<file path="src/sv/rcpbd_pkg.sv">
`default_nettype none
package rcpbd_pkg;

   localparam int PULSE_W = 12;
   localparam int MV_W    = 15;
   localparam int DUTY_W  = 8;
   localparam int CSR_AW  = 3;
   localparam int CSR_DW  = 15;

   // number of battery sample fields on the input item
   localparam int SAMPLE_INPUTS = 5;

   localparam logic [DUTY_W-1:0] FULL_POWER_NORMAL = 8'd255;
   localparam logic [DUTY_W-1:0] FULL_POWER_DEAD   = 8'd48;

   typedef enum logic [CSR_AW-1:0] {
      CSR_LOW_THRESHOLD  = 3'd0,
      CSR_HIGH_THRESHOLD = 3'd1,
      CSR_MIN_PULSE      = 3'd2,
      CSR_MAX_PULSE      = 3'd3,
      CSR_LOW_SPAN       = 3'd4,
      CSR_HIGH_SPAN      = 3'd5,
      CSR_CUTOFF_MV      = 3'd6,
      CSR_SLEW_ENABLE    = 3'd7
   } csr_addr_type;

   localparam logic [PULSE_W-1:0] RST_LOW_THRESHOLD  = 12'd1450;
   localparam logic [PULSE_W-1:0] RST_HIGH_THRESHOLD = 12'd1550;
   localparam logic [PULSE_W-1:0] RST_MIN_PULSE      = 12'd1000;
   localparam logic [PULSE_W-1:0] RST_MAX_PULSE      = 12'd2000;
   localparam logic [PULSE_W-1:0] RST_LOW_SPAN       = 12'd450;
   localparam logic [PULSE_W-1:0] RST_HIGH_SPAN      = 12'd450;
   localparam logic [MV_W-1:0]    RST_CUTOFF_MV      = 15'd3400;

endpackage
`default_nettype wire

</file>
<file path="src/sv/rcpbd_ifs.sv">
`default_nettype none
interface rcpbd_req_if;
   logic                           valid;
   logic                           ready;
   logic [rcpbd_pkg::PULSE_W-1:0]  pulse_width;
   logic [rcpbd_pkg::MV_W-1:0]     battery_mv_a;
   logic [rcpbd_pkg::MV_W-1:0]     battery_mv_b;
   logic [rcpbd_pkg::MV_W-1:0]     battery_mv_c;
   logic [rcpbd_pkg::MV_W-1:0]     battery_mv_d;
   logic [rcpbd_pkg::MV_W-1:0]     battery_mv_e;

   modport source (output valid, pulse_width, battery_mv_a, battery_mv_b, battery_mv_c,
                   battery_mv_d, battery_mv_e, input ready);
   modport sink   (input valid, pulse_width, battery_mv_a, battery_mv_b, battery_mv_c,
                   battery_mv_d, battery_mv_e, output ready);
endinterface

interface rcpbd_rsp_if;
   logic                          valid;
   logic                          ready;
   logic [rcpbd_pkg::DUTY_W-1:0]  drive_duty;
   logic                          reverse_relay;
   logic                          neutral_led;
   logic                          limit_led;
   logic                          batt_flat;
   logic                          outputs_held;

   modport source (output valid, drive_duty, reverse_relay, neutral_led, limit_led,
                   batt_flat, outputs_held, input ready);
   modport sink   (input valid, drive_duty, reverse_relay, neutral_led, limit_led,
                   batt_flat, outputs_held, output ready);
endinterface

interface rcpbd_csr_if;
   logic                          valid;
   logic                          ready;
   logic [rcpbd_pkg::CSR_AW-1:0]  addr;
   logic [rcpbd_pkg::CSR_DW-1:0]  wdata;

   modport source (output valid, addr, wdata, input ready);
   modport sink   (input valid, addr, wdata, output ready);
endinterface
`default_nettype wire

</file>
<file path="src/sv/rc_pulse_to_bidirectional_drive_top.sv">
// RC pulse to bidirectional drive mapping.
// req_ch carries one item: a measured pulse width and five battery samples (mV).
// rsp_ch returns exactly one item per request: duty, relay, LEDs, dead flag and
// a flag telling that a reversal snap left the drive outputs as they were.
// csr_ch writes the eight control registers; it is always ready and must only be
// used while no item is in flight.
// An accepted request passes through the track, evaluate and finish states when no division
// is needed (reversal snap, deadband, zero span or saturation); otherwise the long path
// adds a multiply state and eight steps of a shared restoring subtract-and-shift divider.
// req_ch.ready is high only while the sequencer is idle, so a new item is taken only
// after the previous one has left the sequencer for the output register.
// The result sits in an output register; the next item is accepted while it
// waits, and a stalled receiver holds the sequencer in its final state until
// rsp_ch.ready returns.
// Reset clears the sticky dead flag, the drive registers and the LEDs, sets the
// target pulse to neutral and loads the control registers with their defaults.
`default_nettype none
module rc_pulse_to_bidirectional_drive_top #(
   parameter int unsigned NEUTRAL_PULSE    = 1500,
   parameter int unsigned LOW_SAMPLE_COUNT = 5
) (
   input  wire              clock,
   input  wire              reset,
   rcpbd_req_if.sink        req_ch,
   rcpbd_rsp_if.source      rsp_ch,
   rcpbd_csr_if.sink        csr_ch
);

   localparam int LowCnt = (LOW_SAMPLE_COUNT > rcpbd_pkg::SAMPLE_INPUTS) ?
                           rcpbd_pkg::SAMPLE_INPUTS : int'(LOW_SAMPLE_COUNT);
   localparam logic [rcpbd_pkg::PULSE_W-1:0] Neutral = rcpbd_pkg::PULSE_W'(NEUTRAL_PULSE);
   localparam int PW = rcpbd_pkg::PULSE_W;
   localparam int DW = rcpbd_pkg::DUTY_W;
   localparam int MW = rcpbd_pkg::MV_W;
   localparam int ProdW = PW + DW;

   typedef enum logic [2:0] {
      ST_IDLE, ST_TRACK, ST_EVAL, ST_MUL, ST_DIV, ST_FINISH
   } state_type;

   state_type        state_ff, state_in;

   logic [PW-1:0]    low_thr_ff, low_thr_in;
   logic [PW-1:0]    high_thr_ff, high_thr_in;
   logic [PW-1:0]    min_pulse_ff, min_pulse_in;
   logic [PW-1:0]    max_pulse_ff, max_pulse_in;
   logic [PW-1:0]    low_span_ff, low_span_in;
   logic [PW-1:0]    high_span_ff, high_span_in;
   logic [MW-1:0]    cutoff_ff, cutoff_in;
   logic             slew_ff, slew_in;

   logic [PW-1:0]    pulse_ff, pulse_in;
   logic [PW-1:0]    target_ff, target_in;
   logic             dead_ff, dead_in;
   logic             held_ff, held_in;
   logic [DW-1:0]    duty_ff, duty_in;
   logic             relay_ff, relay_in;
   logic             neut_ff, neut_in;
   logic             lim_ff, lim_in;

   logic [PW-1:0]    dist_ff, dist_in;
   logic [DW-1:0]    fp_ff, fp_in;
   logic [PW-1:0]    rem_ff, rem_in;
   logic [DW-1:0]    low_ff, low_in;
   logic [DW-1:0]    quo_ff, quo_in;
   logic [2:0]       step_ff, step_in;

   logic             rsp_valid_ff, rsp_valid_in;
   logic [DW-1:0]    o_duty_ff, o_duty_in;
   logic             o_relay_ff, o_relay_in;
   logic             o_neut_ff, o_neut_in;
   logic             o_lim_ff, o_lim_in;
   logic             o_dead_ff, o_dead_in;
   logic             o_held_ff, o_held_in;

   logic [MW-1:0]    samp_all [rcpbd_pkg::SAMPLE_INPUTS];
   logic             low_hit;
   logic             req_fire;
   logic             csr_fire;
   logic [PW-1:0]    span_sel;
   logic [ProdW-1:0] prod;
   logic [PW+1:0]    trial;

   assign samp_all[0] = req_ch.battery_mv_a;
   assign samp_all[1] = req_ch.battery_mv_b;
   assign samp_all[2] = req_ch.battery_mv_c;
   assign samp_all[3] = req_ch.battery_mv_d;
   assign samp_all[4] = req_ch.battery_mv_e;

   assign req_ch.ready = (state_ff == ST_IDLE);
   assign csr_ch.ready = 1'b1;
   assign req_fire     = req_ch.valid && req_ch.ready;
   assign csr_fire     = csr_ch.valid;

   assign rsp_ch.valid         = rsp_valid_ff;
   assign rsp_ch.drive_duty    = o_duty_ff;
   assign rsp_ch.reverse_relay = o_relay_ff;
   assign rsp_ch.neutral_led   = o_neut_ff;
   assign rsp_ch.limit_led     = o_lim_ff;
   assign rsp_ch.batt_flat     = o_dead_ff;
   assign rsp_ch.outputs_held  = o_held_ff;

   // all of the first samples low, independent compares
   always_comb begin
      low_hit = (LowCnt > 0);
      for (int i = 0; i < LowCnt; i++) begin
         if (!(samp_all[i] < cutoff_ff)) begin
            low_hit = 1'b0;
         end
      end
   end

   assign span_sel = relay_ff ? low_span_ff : high_span_ff;
   assign prod     = ProdW'(dist_ff) * ProdW'(fp_ff);
   assign trial    = {1'b0, rem_ff, low_ff[DW-1]} - {2'b00, span_sel};

   always_comb begin
      low_thr_in   = low_thr_ff;
      high_thr_in  = high_thr_ff;
      min_pulse_in = min_pulse_ff;
      max_pulse_in = max_pulse_ff;
      low_span_in  = low_span_ff;
      high_span_in = high_span_ff;
      cutoff_in    = cutoff_ff;
      slew_in      = slew_ff;
      if (csr_fire) begin
         case (rcpbd_pkg::csr_addr_type'(csr_ch.addr))
            rcpbd_pkg::CSR_LOW_THRESHOLD:  low_thr_in   = csr_ch.wdata[PW-1:0];
            rcpbd_pkg::CSR_HIGH_THRESHOLD: high_thr_in  = csr_ch.wdata[PW-1:0];
            rcpbd_pkg::CSR_MIN_PULSE:      min_pulse_in = csr_ch.wdata[PW-1:0];
            rcpbd_pkg::CSR_MAX_PULSE:      max_pulse_in = csr_ch.wdata[PW-1:0];
            rcpbd_pkg::CSR_LOW_SPAN:       low_span_in  = csr_ch.wdata[PW-1:0];
            rcpbd_pkg::CSR_HIGH_SPAN:      high_span_in = csr_ch.wdata[PW-1:0];
            rcpbd_pkg::CSR_CUTOFF_MV:      cutoff_in    = csr_ch.wdata[MW-1:0];
            rcpbd_pkg::CSR_SLEW_ENABLE:    slew_in      = csr_ch.wdata[0];
            default: ;
         endcase
      end
   end

   always_comb begin
      state_in     = state_ff;
      pulse_in     = pulse_ff;
      target_in    = target_ff;
      dead_in      = dead_ff;
      held_in      = held_ff;
      duty_in      = duty_ff;
      relay_in     = relay_ff;
      neut_in      = neut_ff;
      lim_in       = lim_ff;
      dist_in      = dist_ff;
      fp_in        = fp_ff;
      rem_in       = rem_ff;
      low_in       = low_ff;
      quo_in       = quo_ff;
      step_in      = step_ff;
      rsp_valid_in = rsp_valid_ff && !rsp_ch.ready;
      o_duty_in    = o_duty_ff;
      o_relay_in   = o_relay_ff;
      o_neut_in    = o_neut_ff;
      o_lim_in     = o_lim_ff;
      o_dead_in    = o_dead_ff;
      o_held_in    = o_held_ff;

      case (state_ff)
         ST_IDLE: begin
            if (req_fire) begin
               pulse_in = req_ch.pulse_width;
               dead_in  = dead_ff | low_hit;
               state_in = ST_TRACK;
            end
         end
         ST_TRACK: begin
            held_in = 1'b0;
            if (slew_ff) begin
               if ((pulse_ff <= low_thr_ff && target_ff > Neutral) ||
                   (pulse_ff >= high_thr_ff && target_ff < Neutral)) begin
                  target_in = Neutral;
                  held_in   = 1'b1;
               end else if (pulse_ff > target_ff) begin
                  target_in = target_ff + 1'b1;
               end else if (pulse_ff < target_ff) begin
                  target_in = target_ff - 1'b1;
               end
            end else begin
               target_in = pulse_ff;
            end
            state_in = ST_EVAL;
         end
         ST_EVAL: begin
            fp_in    = dead_ff ? rcpbd_pkg::FULL_POWER_DEAD : rcpbd_pkg::FULL_POWER_NORMAL;
            state_in = ST_FINISH;
            if (!held_ff) begin
               if (target_ff > low_thr_ff && target_ff < high_thr_ff) begin
                  duty_in = '0;
                  neut_in = 1'b1;
                  lim_in  = 1'b0;
               end else begin
                  neut_in = 1'b0;
                  lim_in  = (target_ff <= min_pulse_ff) || (target_ff >= max_pulse_ff);
                  if (target_ff >= high_thr_ff) begin
                     relay_in = 1'b0;
                     dist_in  = target_ff - high_thr_ff;
                     if (high_span_ff == '0 || (target_ff - high_thr_ff) >= high_span_ff) begin
                        duty_in = fp_in;
                     end else begin
                        state_in = ST_MUL;
                     end
                  end else begin
                     relay_in = 1'b1;
                     dist_in  = low_thr_ff - target_ff;
                     if (low_span_ff == '0 || (low_thr_ff - target_ff) >= low_span_ff) begin
                        duty_in = fp_in;
                     end else begin
                        state_in = ST_MUL;
                     end
                  end
               end
            end
         end
         ST_MUL: begin
            // dist < span, so the top of the product is already below span
            rem_in   = prod[ProdW-1:DW];
            low_in   = prod[DW-1:0];
            quo_in   = '0;
            step_in  = '0;
            state_in = ST_DIV;
         end
         ST_DIV: begin
            if (!trial[PW+1]) begin
               rem_in = trial[PW-1:0];
            end else begin
               rem_in = {rem_ff[PW-2:0], low_ff[DW-1]};
            end
            low_in  = {low_ff[DW-2:0], 1'b0};
            quo_in  = {quo_ff[DW-2:0], !trial[PW+1]};
            step_in = step_ff + 1'b1;
            if (step_ff == 3'd7) begin
               duty_in  = quo_in;
               state_in = ST_FINISH;
            end
         end
         ST_FINISH: begin
            // hold until the output register is free
            if (!rsp_valid_ff || rsp_ch.ready) begin
               rsp_valid_in = 1'b1;
               o_duty_in    = duty_ff;
               o_relay_in   = relay_ff;
               o_neut_in    = neut_ff;
               o_lim_in     = lim_ff;
               o_dead_in    = dead_ff;
               o_held_in    = held_ff;
               state_in     = ST_IDLE;
            end
         end
         default: state_in = ST_IDLE;
      endcase
   end

   always_ff @(posedge clock) begin
      if (reset) begin
         state_ff     <= ST_IDLE;
         low_thr_ff   <= rcpbd_pkg::RST_LOW_THRESHOLD;
         high_thr_ff  <= rcpbd_pkg::RST_HIGH_THRESHOLD;
         min_pulse_ff <= rcpbd_pkg::RST_MIN_PULSE;
         max_pulse_ff <= rcpbd_pkg::RST_MAX_PULSE;
         low_span_ff  <= rcpbd_pkg::RST_LOW_SPAN;
         high_span_ff <= rcpbd_pkg::RST_HIGH_SPAN;
         cutoff_ff    <= rcpbd_pkg::RST_CUTOFF_MV;
         slew_ff      <= 1'b1;
         target_ff    <= Neutral;
         dead_ff      <= 1'b0;
         held_ff      <= 1'b0;
         duty_ff      <= '0;
         relay_ff     <= 1'b0;
         neut_ff      <= 1'b0;
         lim_ff       <= 1'b0;
         step_ff      <= '0;
         rsp_valid_ff <= 1'b0;
      end else begin
         state_ff     <= state_in;
         low_thr_ff   <= low_thr_in;
         high_thr_ff  <= high_thr_in;
         min_pulse_ff <= min_pulse_in;
         max_pulse_ff <= max_pulse_in;
         low_span_ff  <= low_span_in;
         high_span_ff <= high_span_in;
         cutoff_ff    <= cutoff_in;
         slew_ff      <= slew_in;
         target_ff    <= target_in;
         dead_ff      <= dead_in;
         held_ff      <= held_in;
         duty_ff      <= duty_in;
         relay_ff     <= relay_in;
         neut_ff      <= neut_in;
         lim_ff       <= lim_in;
         step_ff      <= step_in;
         rsp_valid_ff <= rsp_valid_in;
      end
   end

   always_ff @(posedge clock) begin
      pulse_ff   <= pulse_in;
      dist_ff    <= dist_in;
      fp_ff      <= fp_in;
      rem_ff     <= rem_in;
      low_ff     <= low_in;
      quo_ff     <= quo_in;
      o_duty_ff  <= o_duty_in;
      o_relay_ff <= o_relay_in;
      o_neut_ff  <= o_neut_in;
      o_lim_ff   <= o_lim_in;
      o_dead_ff  <= o_dead_in;
      o_held_ff  <= o_held_in;
   end

endmodule
`default_nettype wire

</file>
<file path="src/flat_wrapper.sv">
// flat-port wrapper written by rule: the top's interface ports become plain ports
module rc_pulse_to_bidirectional_drive_top_flat 
#(
   parameter int unsigned NEUTRAL_PULSE    = 1500,
   parameter int unsigned LOW_SAMPLE_COUNT = 5
)
  (clock, reset, req_ch_valid, req_ch_pulse_width, req_ch_battery_mv_a, req_ch_battery_mv_b, req_ch_battery_mv_c, req_ch_battery_mv_d, req_ch_battery_mv_e, req_ch_ready, rsp_ch_valid, rsp_ch_drive_duty, rsp_ch_reverse_relay, rsp_ch_neutral_led, rsp_ch_limit_led, rsp_ch_batt_flat, rsp_ch_outputs_held, rsp_ch_ready, csr_ch_valid, csr_ch_addr, csr_ch_wdata, csr_ch_ready);
  rcpbd_req_if req_ch_i ();
  rcpbd_rsp_if rsp_ch_i ();
  rcpbd_csr_if csr_ch_i ();
  input  wire clock;
  input  wire reset;
  input wire logic [$bits(req_ch_i.valid)-1:0] req_ch_valid;
  input wire logic [$bits(req_ch_i.pulse_width)-1:0] req_ch_pulse_width;
  input wire logic [$bits(req_ch_i.battery_mv_a)-1:0] req_ch_battery_mv_a;
  input wire logic [$bits(req_ch_i.battery_mv_b)-1:0] req_ch_battery_mv_b;
  input wire logic [$bits(req_ch_i.battery_mv_c)-1:0] req_ch_battery_mv_c;
  input wire logic [$bits(req_ch_i.battery_mv_d)-1:0] req_ch_battery_mv_d;
  input wire logic [$bits(req_ch_i.battery_mv_e)-1:0] req_ch_battery_mv_e;
  output wire logic [$bits(req_ch_i.ready)-1:0] req_ch_ready;
  output wire logic [$bits(rsp_ch_i.valid)-1:0] rsp_ch_valid;
  output wire logic [$bits(rsp_ch_i.drive_duty)-1:0] rsp_ch_drive_duty;
  output wire logic [$bits(rsp_ch_i.reverse_relay)-1:0] rsp_ch_reverse_relay;
  output wire logic [$bits(rsp_ch_i.neutral_led)-1:0] rsp_ch_neutral_led;
  output wire logic [$bits(rsp_ch_i.limit_led)-1:0] rsp_ch_limit_led;
  output wire logic [$bits(rsp_ch_i.batt_flat)-1:0] rsp_ch_batt_flat;
  output wire logic [$bits(rsp_ch_i.outputs_held)-1:0] rsp_ch_outputs_held;
  input wire logic [$bits(rsp_ch_i.ready)-1:0] rsp_ch_ready;
  input wire logic [$bits(csr_ch_i.valid)-1:0] csr_ch_valid;
  input wire logic [$bits(csr_ch_i.addr)-1:0] csr_ch_addr;
  input wire logic [$bits(csr_ch_i.wdata)-1:0] csr_ch_wdata;
  output wire logic [$bits(csr_ch_i.ready)-1:0] csr_ch_ready;
  assign req_ch_i.valid = req_ch_valid;
  assign req_ch_i.pulse_width = req_ch_pulse_width;
  assign req_ch_i.battery_mv_a = req_ch_battery_mv_a;
  assign req_ch_i.battery_mv_b = req_ch_battery_mv_b;
  assign req_ch_i.battery_mv_c = req_ch_battery_mv_c;
  assign req_ch_i.battery_mv_d = req_ch_battery_mv_d;
  assign req_ch_i.battery_mv_e = req_ch_battery_mv_e;
  assign req_ch_ready = req_ch_i.ready;
  assign rsp_ch_valid = rsp_ch_i.valid;
  assign rsp_ch_drive_duty = rsp_ch_i.drive_duty;
  assign rsp_ch_reverse_relay = rsp_ch_i.reverse_relay;
  assign rsp_ch_neutral_led = rsp_ch_i.neutral_led;
  assign rsp_ch_limit_led = rsp_ch_i.limit_led;
  assign rsp_ch_batt_flat = rsp_ch_i.batt_flat;
  assign rsp_ch_outputs_held = rsp_ch_i.outputs_held;
  assign rsp_ch_i.ready = rsp_ch_ready;
  assign csr_ch_i.valid = csr_ch_valid;
  assign csr_ch_i.addr = csr_ch_addr;
  assign csr_ch_i.wdata = csr_ch_wdata;
  assign csr_ch_ready = csr_ch_i.ready;
  rc_pulse_to_bidirectional_drive_top #(.NEUTRAL_PULSE(NEUTRAL_PULSE), .LOW_SAMPLE_COUNT(LOW_SAMPLE_COUNT)) u_core (.clock(clock), .reset(reset), .req_ch(req_ch_i), .rsp_ch(rsp_ch_i), .csr_ch(csr_ch_i));
endmodule
</file>
<file path="config.mk">
export PLATFORM = sky130hd
export DESIGN_NAME = rc_pulse_to_bidirectional_drive_top_flat
export DESIGN_NICKNAME = d
export VERILOG_FILES = /design/src/sv/rcpbd_pkg.sv /design/src/sv/rcpbd_ifs.sv /design/src/sv/rc_pulse_to_bidirectional_drive_top.sv /design/src/flat_wrapper.sv
export SDC_FILE = /design/constraint.sdc
export NUM_CORES = 1
export LEC_CHECK = 0
export ABC_CLOCK_PERIOD_IN_PS = 4800
export BUFFER_PORTS_ARGS = -buffer_cell sky130_fd_sc_hd__buf_2
export CAP_MARGIN = 20
export CORE_UTILIZATION = 40
export DETAILED_ROUTE_END_ITERATION = 10
export PLACE_DENSITY = 0.56
export SYNTH_ARGS = -nofsm -noshare
export SYNTH_HDL_FRONTEND = slang
export SYNTH_SLANG_ARGS = --single-unit
</file>
<file path="constraint.sdc">
create_clock -name clock -period 4.8 [get_ports clock]
set_input_delay 1.2 -clock clock [delete_from_list [all_inputs] [get_ports clock]]
set_output_delay 1.2 -clock clock [all_outputs]
set_load 0.05 [all_outputs]
</file>
==> flow_metrics.tcl, run 1 <==
set metrics [dict create \
    worstPathMaxFanout 4 \
    maxCapViolations 0 \
    antenna_found_initial 1 \
    core-area_sq_um 37700 \
    clock-sinks 185 \
    ff2ff_path_depth 18 \
    routabilityCongestion 0.880 \
    status "finished, final reports clean" \
    clkSlewWorstSetupHoldPaths_ns 0.08 \
    vias 12800 \
    fmax_mhz 209 \
    power_leakage_nw 8.10 \
    met2_usage 0.383 \
    min_from "u_core.neut_ff" \
    syn-num-nets 2134 \
    timing.final.crit_share 0.998 \
    slew_viol_final 0 \
    synthToLayoutAreaGrowth_pct 16.1 \
    drive_above_1_share 0.155 \
    synth.distinct_cells 74 \
    power_density_nw_per_um2 390 \
    dieWidth_um 197 \
    cts_buffers 17 \
    postSynthAreaPerCell_sq_um 8.90 \
    hold_depth 0 \
    rr_startpoint "u_core.fp_ff[6]" \
    clockRootBuffer "clkbuf_16" \
    synth_cells 1718 \
    start_kind "register" \
    use_met3 0.0432 \
    ctsHoldBuffers 0 \
    dr.pass1.iters 5 \
    synth_top_cell_area_share 0.199 \
    async_reset_ff_frac 0 \
    final-setup-viol-count 0 \
    endpoint_kind "register" \
    htree_levels 4 \
    ys_warn_count 0 \
    finalClockSkew_ns 0.0133 \
    overflow 0 \
    final_nets 2308 \
    ir_drop_mv 0.300 \
    top_usage_layer "met2" \
    met1_usage 0.272 \
    start_util 0.406 \
    r2r_end "u_core.rem_ff[11]" \
    ys_ff_latch 185 \
    tightest_slew_ns 1.11 \
    synth_ff_type "dfxtp_1" \
    drt_iter0_markers 615 \
    hpwlAfterDp_um 32800 \
    cts_tree "yes" \
    yosys-top-cells-area "ha_1, dfxtp_1, edfxtp_1, fa_1, inv_1" \
    io_buffer_count 124 \
    worst_ep_arrival_time_ns 5.02 \
    clockBufferDepth 2 \
    netlist_area_sq_um 15300 \
    via_per_inst 5.30 \
    cp.required_ns 5.03 \
    insertion_delay_ns 0.47 \
    synth_largest_area_cell "ha_1" \
    grt_max_degree 101 \
    holdCritPathClass "register to register" \
    yosysSeqAreaShare 0.285 \
    ios 126 \
    post-route-min-period_ns 4.79 \
    grt_setup_unrepaired "yes" \
    fin_cells 2416 \
    grt_pass1_wl_um 66400 \
    dp_slack_ns -0.244 \
    ant_nets 0 \
    rows 71 \
    synth-edff-count 65 \
    max-slew-margin-rel 0.259 \
    die_y_um 197 \
    routedWlPerCell_um 17.3 \
    yosysMostFrequentCell "ha_1" \
    dieArea_sq_um 39000 \
    synthTopCellsByCount "ha_1, inv_1, nand2_1" \
    grt_pass1_vias 12800 \
    grt_usage 0.221 \
    min_to "u_core.rsp_ch.neutral_led" \
    drc 0 \
    drt-total-wl_um 41700 \
    worstSetupPathType "register to register" \
    num_antenna_cells 0 \
    r2r_slack_ns 0.009 \
    finalHoldViolCount 0 \
    dpl.cell_count 2377 \
    fin_ws_ns 0.00940 \
]
[worst max path at each step]
| stage | start | to |
|---|---|---|
| 2_1_floorplan | u_core.fp_ff[6] | u_core.rem_ff[10] |
| 3_3_place_gp | u_core.fp_ff[6] | u_core.rem_ff[10] |
| 3_5_place_dp | u_core.fp_ff[6] | u_core.rem_ff[10] |
| 4_1_cts | u_core.fp_ff[6] | u_core.rem_ff[11] |
| 5_1_grt | u_core.fp_ff[6] | u_core.rem_ff[11] |
| 6_report | u_core.fp_ff[6] | u_core.rem_ff[11] |
[final cells by class]
type                       instances  area (sq um)
sequential                       185          4350
tap                              511           639
timing repair buffer             200          1230
fill                            3741         19900
clock inverter                    13           126
multi-input combinational       1264         10100
inverter                         224           843
clock buffer                      19           475
[power breakdown]
part / leakage (nW) / switching, mW / internal, mW
sequential: 1.57 / 0.0880 / 1.83
clock: 0.298 / 0.710 / 0.747
combinational: 6.23 / 1.92 / 1.63
total: 8.10 / 2.72 / 4.21
[cells by family after synthesis]
| logic type | after synthesis | share of synthesized area |
|---|---|---|
| buffers and inverters | 269 | 0.0673 |
| DFF | 185 | 0.285 |
| AOI/OAI and AO/OA | 389 | 0.171 |
| and+or+nand+nor | 489 | 0.147 |
| other | 1 | 0.000245 |
| adders and majority gates | 306 | 0.281 |
| muxes | 33 | 0.0227 |
| xor gates and xnor gates | 46 | 0.0264 |
[repair_timing]
action,CTS,global route
endpoints found under the setup margin,5,8
gates resized for setup,19,29
setup buffers,2,4
pin swaps,17,24
endpoints found under the hold margin,0,0
[cells in the final DEF, fill, tap and decap left out, types with 22 or more instances in the layout]
cell and count:
a211o_1 37, buf_2 123, nand3_1 22, dfxtp_1 120, xnor2_1 26, nand2_1 185, inv_1 215, nand4_1 28
ha_1 237, a21o_1 36, nor3_1 22, fa_1 61, o21ai_0 49, nor2_1 124, a21oi_1 122, nand2b_1 24
buf_4 71, edfxtp_1 65
[critical path, cell delays in order, from the launching register on]
cell and delay, ns:
edfxtp_1 0.43, buf_6 0.15, nand2_2 0.06, buf_4 0.13
fa_1 0.46, fa_1 0.51, inv_2 0.04, fa_1 0.49
inv_2 0.04, fa_1 0.51, inv_2 0.05, ha_4 0.26
o21a_1 0.18, o31ai_4 0.10, a21oi_2 0.17, nand4_1 0.17
a31o_4 0.29, o211a_1 0.21, o32a_1 0.32
[per-stage QoR]
stage	utilization	TNS [ns]	hold WS, ns	power [mW]	cell area, sq um
3_5_place_dp	0.448	-0.682	0.422	5.25	16900
2_1_floorplan	-	0	0.408	4.26	15300
4_1_cts	0.467	-0.173	0.439	6.85	17600
5_1_grt	0.471	-0.528	0.444	7.47	17800
3_3_place_gp	0.448	-0.565	0.420	5.18	16900
6_report	0.471	0	0.437	6.92	17800
[flip-flops by register name (all words and copies together), names as in the netlist, 12 cells and up]
register             flops
u_core.rem_ff           12
u_core.pulse_ff         12
u_core.dist_ff          12
u_core.max_pulse_ff     12
u_core.low_thr_ff       12
u_core.high_span_ff     12
u_core.target_ff        12
u_core.cutoff_ff        15
u_core.low_span_ff      12
u_core.high_thr_ff      12
u_core.min_pulse_ff     12
[per-layer routing]
metal	part of all wire	wire length, um
met5	0.00024	10
met4	0.027	1120
met3	0.046	1920
met2	0.48	20000
met1	0.45	18600
No activity file was read; power rests on OpenSTA's default activity.
==> inputs of run 2 (changes only) <==
--- a/config.mk
+++ b/config.mk
@@ -8,9 +8,10 @@
 export ABC_CLOCK_PERIOD_IN_PS = 4800
 export BUFFER_PORTS_ARGS = -buffer_cell sky130_fd_sc_hd__buf_2
 export CAP_MARGIN = 20
-export CORE_UTILIZATION = 40
+export CORE_UTILIZATION = 50
+export CTS_BUF_LIST = sky130_fd_sc_hd__clkbuf_16
 export DETAILED_ROUTE_END_ITERATION = 10
-export PLACE_DENSITY = 0.56
+export PLACE_DENSITY = 0.68
 export SYNTH_ARGS = -nofsm -noshare
 export SYNTH_HDL_FRONTEND = slang
 export SYNTH_SLANG_ARGS = --single-unit
==> flow_metrics.tcl, run 2 (synthesis results as in run 1) <==
set metrics [dict create \
    grt_pass1_wl_um 65500 \
    utilization 0.586 \
    ant_nets 0 \
    vias 13000 \
    clkSlewWorstSetupHoldPaths_ns 0.08 \
    nFillCells 2641 \
    slew_viol_final 0 \
    tightest_slew_ns 1.02 \
    post-route-min-period_ns 4.74 \
    clock-sinks 185 \
    drive_above_1_share 0.151 \
    crit_slowest_cell "fa_1" \
    cts_tree "yes" \
    regMostFlops "u_core.cutoff_ff" \
    ctsHoldBuffers 0 \
    grt_usage 0.269 \
    rr_startpoint "u_core.fp_ff[6]" \
    drt-total-wl_um 40400 \
    r2r_slack_ns 0.06 \
    status "finished, final reports clean" \
    cts_buffers 17 \
    synthToLayoutAreaGrowth_pct 14.5 \
    grt_pass1_vias 13000 \
    place_area_sq_um 16700 \
    insertion_delay_ns 0.46 \
    final_nets 2301 \
    start_kind "register" \
    final_common_cell "ha_1" \
    fin_ws_ns 0.0552 \
    postLayoutCellArea_sq_um 17500 \
    fin_total_pwr_mw 6.86 \
    grt_setup_unrepaired "yes" \
    core-area_sq_um 29900 \
    dr.pass1.iters 5 \
    clockRootBuffer "clkbuf_16" \
    r2r_end "u_core.rem_ff[11]" \
    overflow 0 \
    max-slew-margin-rel 0.319 \
    routabilityCongestion 0.867 \
    ios 126 \
    hpwlAfterDp_um 31500 \
    final-setup-viol-count 0 \
    hold_depth 0 \
    holdCritPathClass "register to register" \
    fmax_mhz 211 \
    finalClockSkew_ns 0.0135 \
    die_y_um 177 \
    fin_hold_ws_ns 0.436 \
    via_per_inst 5.66 \
    ir_drop_mv 0.295 \
    cp_cell_sequence "buf_6 -> buf_6 -> nand2_4 -> fa_1 -> fa_1 -> inv_1 -> fa_1 -> inv_2 -> fa_1 -> inv_2 -> ha_4 -> o21a_1 -> o31ai_2 -> a21oi_2 -> nand4_1 -> a31o_4 -> o211a_1 -> o32a_1" \
    min_from "u_core.duty_ff[7]" \
    drt_iter0_markers 959 \
    finalHoldViolCount 0 \
    start_util 0.512 \
    maxCapViolations 0 \
    endpoint_kind "register" \
    routedWlPerCell_um 17.7 \
    power_density_nw_per_um2 392 \
    worstSetupPathType "register to register" \
    mostFrequentLayoutCells "ha_1, inv_1, nand2_1" \
    ff2ff_path_depth 18 \
    num_antenna_cells 0 \
    worst_ep_arrival_time_ns 4.96 \
    grt_max_degree 96 \
    path_common_cell "fa_1" \
    dieArea_sq_um 31300 \
    drc 0 \
    dieWidth_um 177 \
    clockBufferDepth 2 \
    antenna_found_initial 2 \
    dp_slack_ns -0.200 \
    cp_num_buf_inv 5 \
    cpPeakStageDelay_ns 0.54 \
    rows 63 \
    htree_levels 4 \
    timing.final.crit_share 0.989 \
    largest_register_ffs 15 \
    path_delay_family "adder cells" \
    min_to "u_core.rsp_ch.drive_duty[7]" \
    io_buffer_count 124 \
    cp.required_ns 5.01 \
    power_leakage_nw 8.06 \
    worstPathMaxFanout 6 \
]
## run 2: cell types whose count changed in the layout (fill, tap and decap cells not counted), moves of 3 or more
cell	before	now
clkinv_4	3	6
buf_4	71	62
nand2_2	4	8
inv_8	2	5
## run 2: cell type report
class	count	area (sq um)	area share
Timing Repair Buffer	193	1200	0.0683
Clock inverter	15	138	0.00786
Clock buffer	17	425	0.0243
Sequential cell	185	4350	0.249
Inverter	224	841	0.0480
Tap cell	390	488	0.0279
Multi-Input combinational cell	1264	10100	0.575
## run 2: per-layer routing
layer / global-route usage / vias up / wire [um]
li1: - / 6360 / -
met5: 0 / - / 20
met1: 0.331 / 6164 / 17200
met4: 0.0959 / 4 / 997
met2: 0.470 / 346 / 20000
met3: 0.0453 / 80 / 2230
## run 2: worst max path at each step
stage                               start                 to  slack (ns)  depth (start not counted)
after floorplan           u_core.fp_ff[6]  u_core.rem_ff[10]        0.01                         18
after global placement    u_core.fp_ff[6]  u_core.rem_ff[10]       -0.13                         16
after detailed placement  u_core.fp_ff[6]   u_core.rem_ff[8]       -0.20                         18
after CTS                 u_core.fp_ff[6]  u_core.rem_ff[11]       0.008                         18
after global routing      u_core.fp_ff[6]  u_core.rem_ff[11]       -0.16                         18
final                     u_core.fp_ff[6]  u_core.rem_ff[11]        0.06                         18
## run 2: repair_timing
action                     CTS  global route
hold endpoints to repair     0             0
setup buffers                6             0
setup endpoints to repair    6            14
pin swaps                   18            31
gates resized for setup     20            26
## run 2: where the power goes
part           internal, mW  total (mW)  switching [mW]
Combinational          1.63        3.56            1.92
Sequential             1.83        1.91          0.0864
Clock                 0.686        1.39           0.702
## run 2: through the flow
stage	cells	TNS (ns)
6_report	2288	0
5_1_grt	2288	-0.353
4_1_cts	2285	0
3_5_place_dp	2247	-0.658
3_3_place_gp	2247	-0.246
2_1_floorplan	1718	0
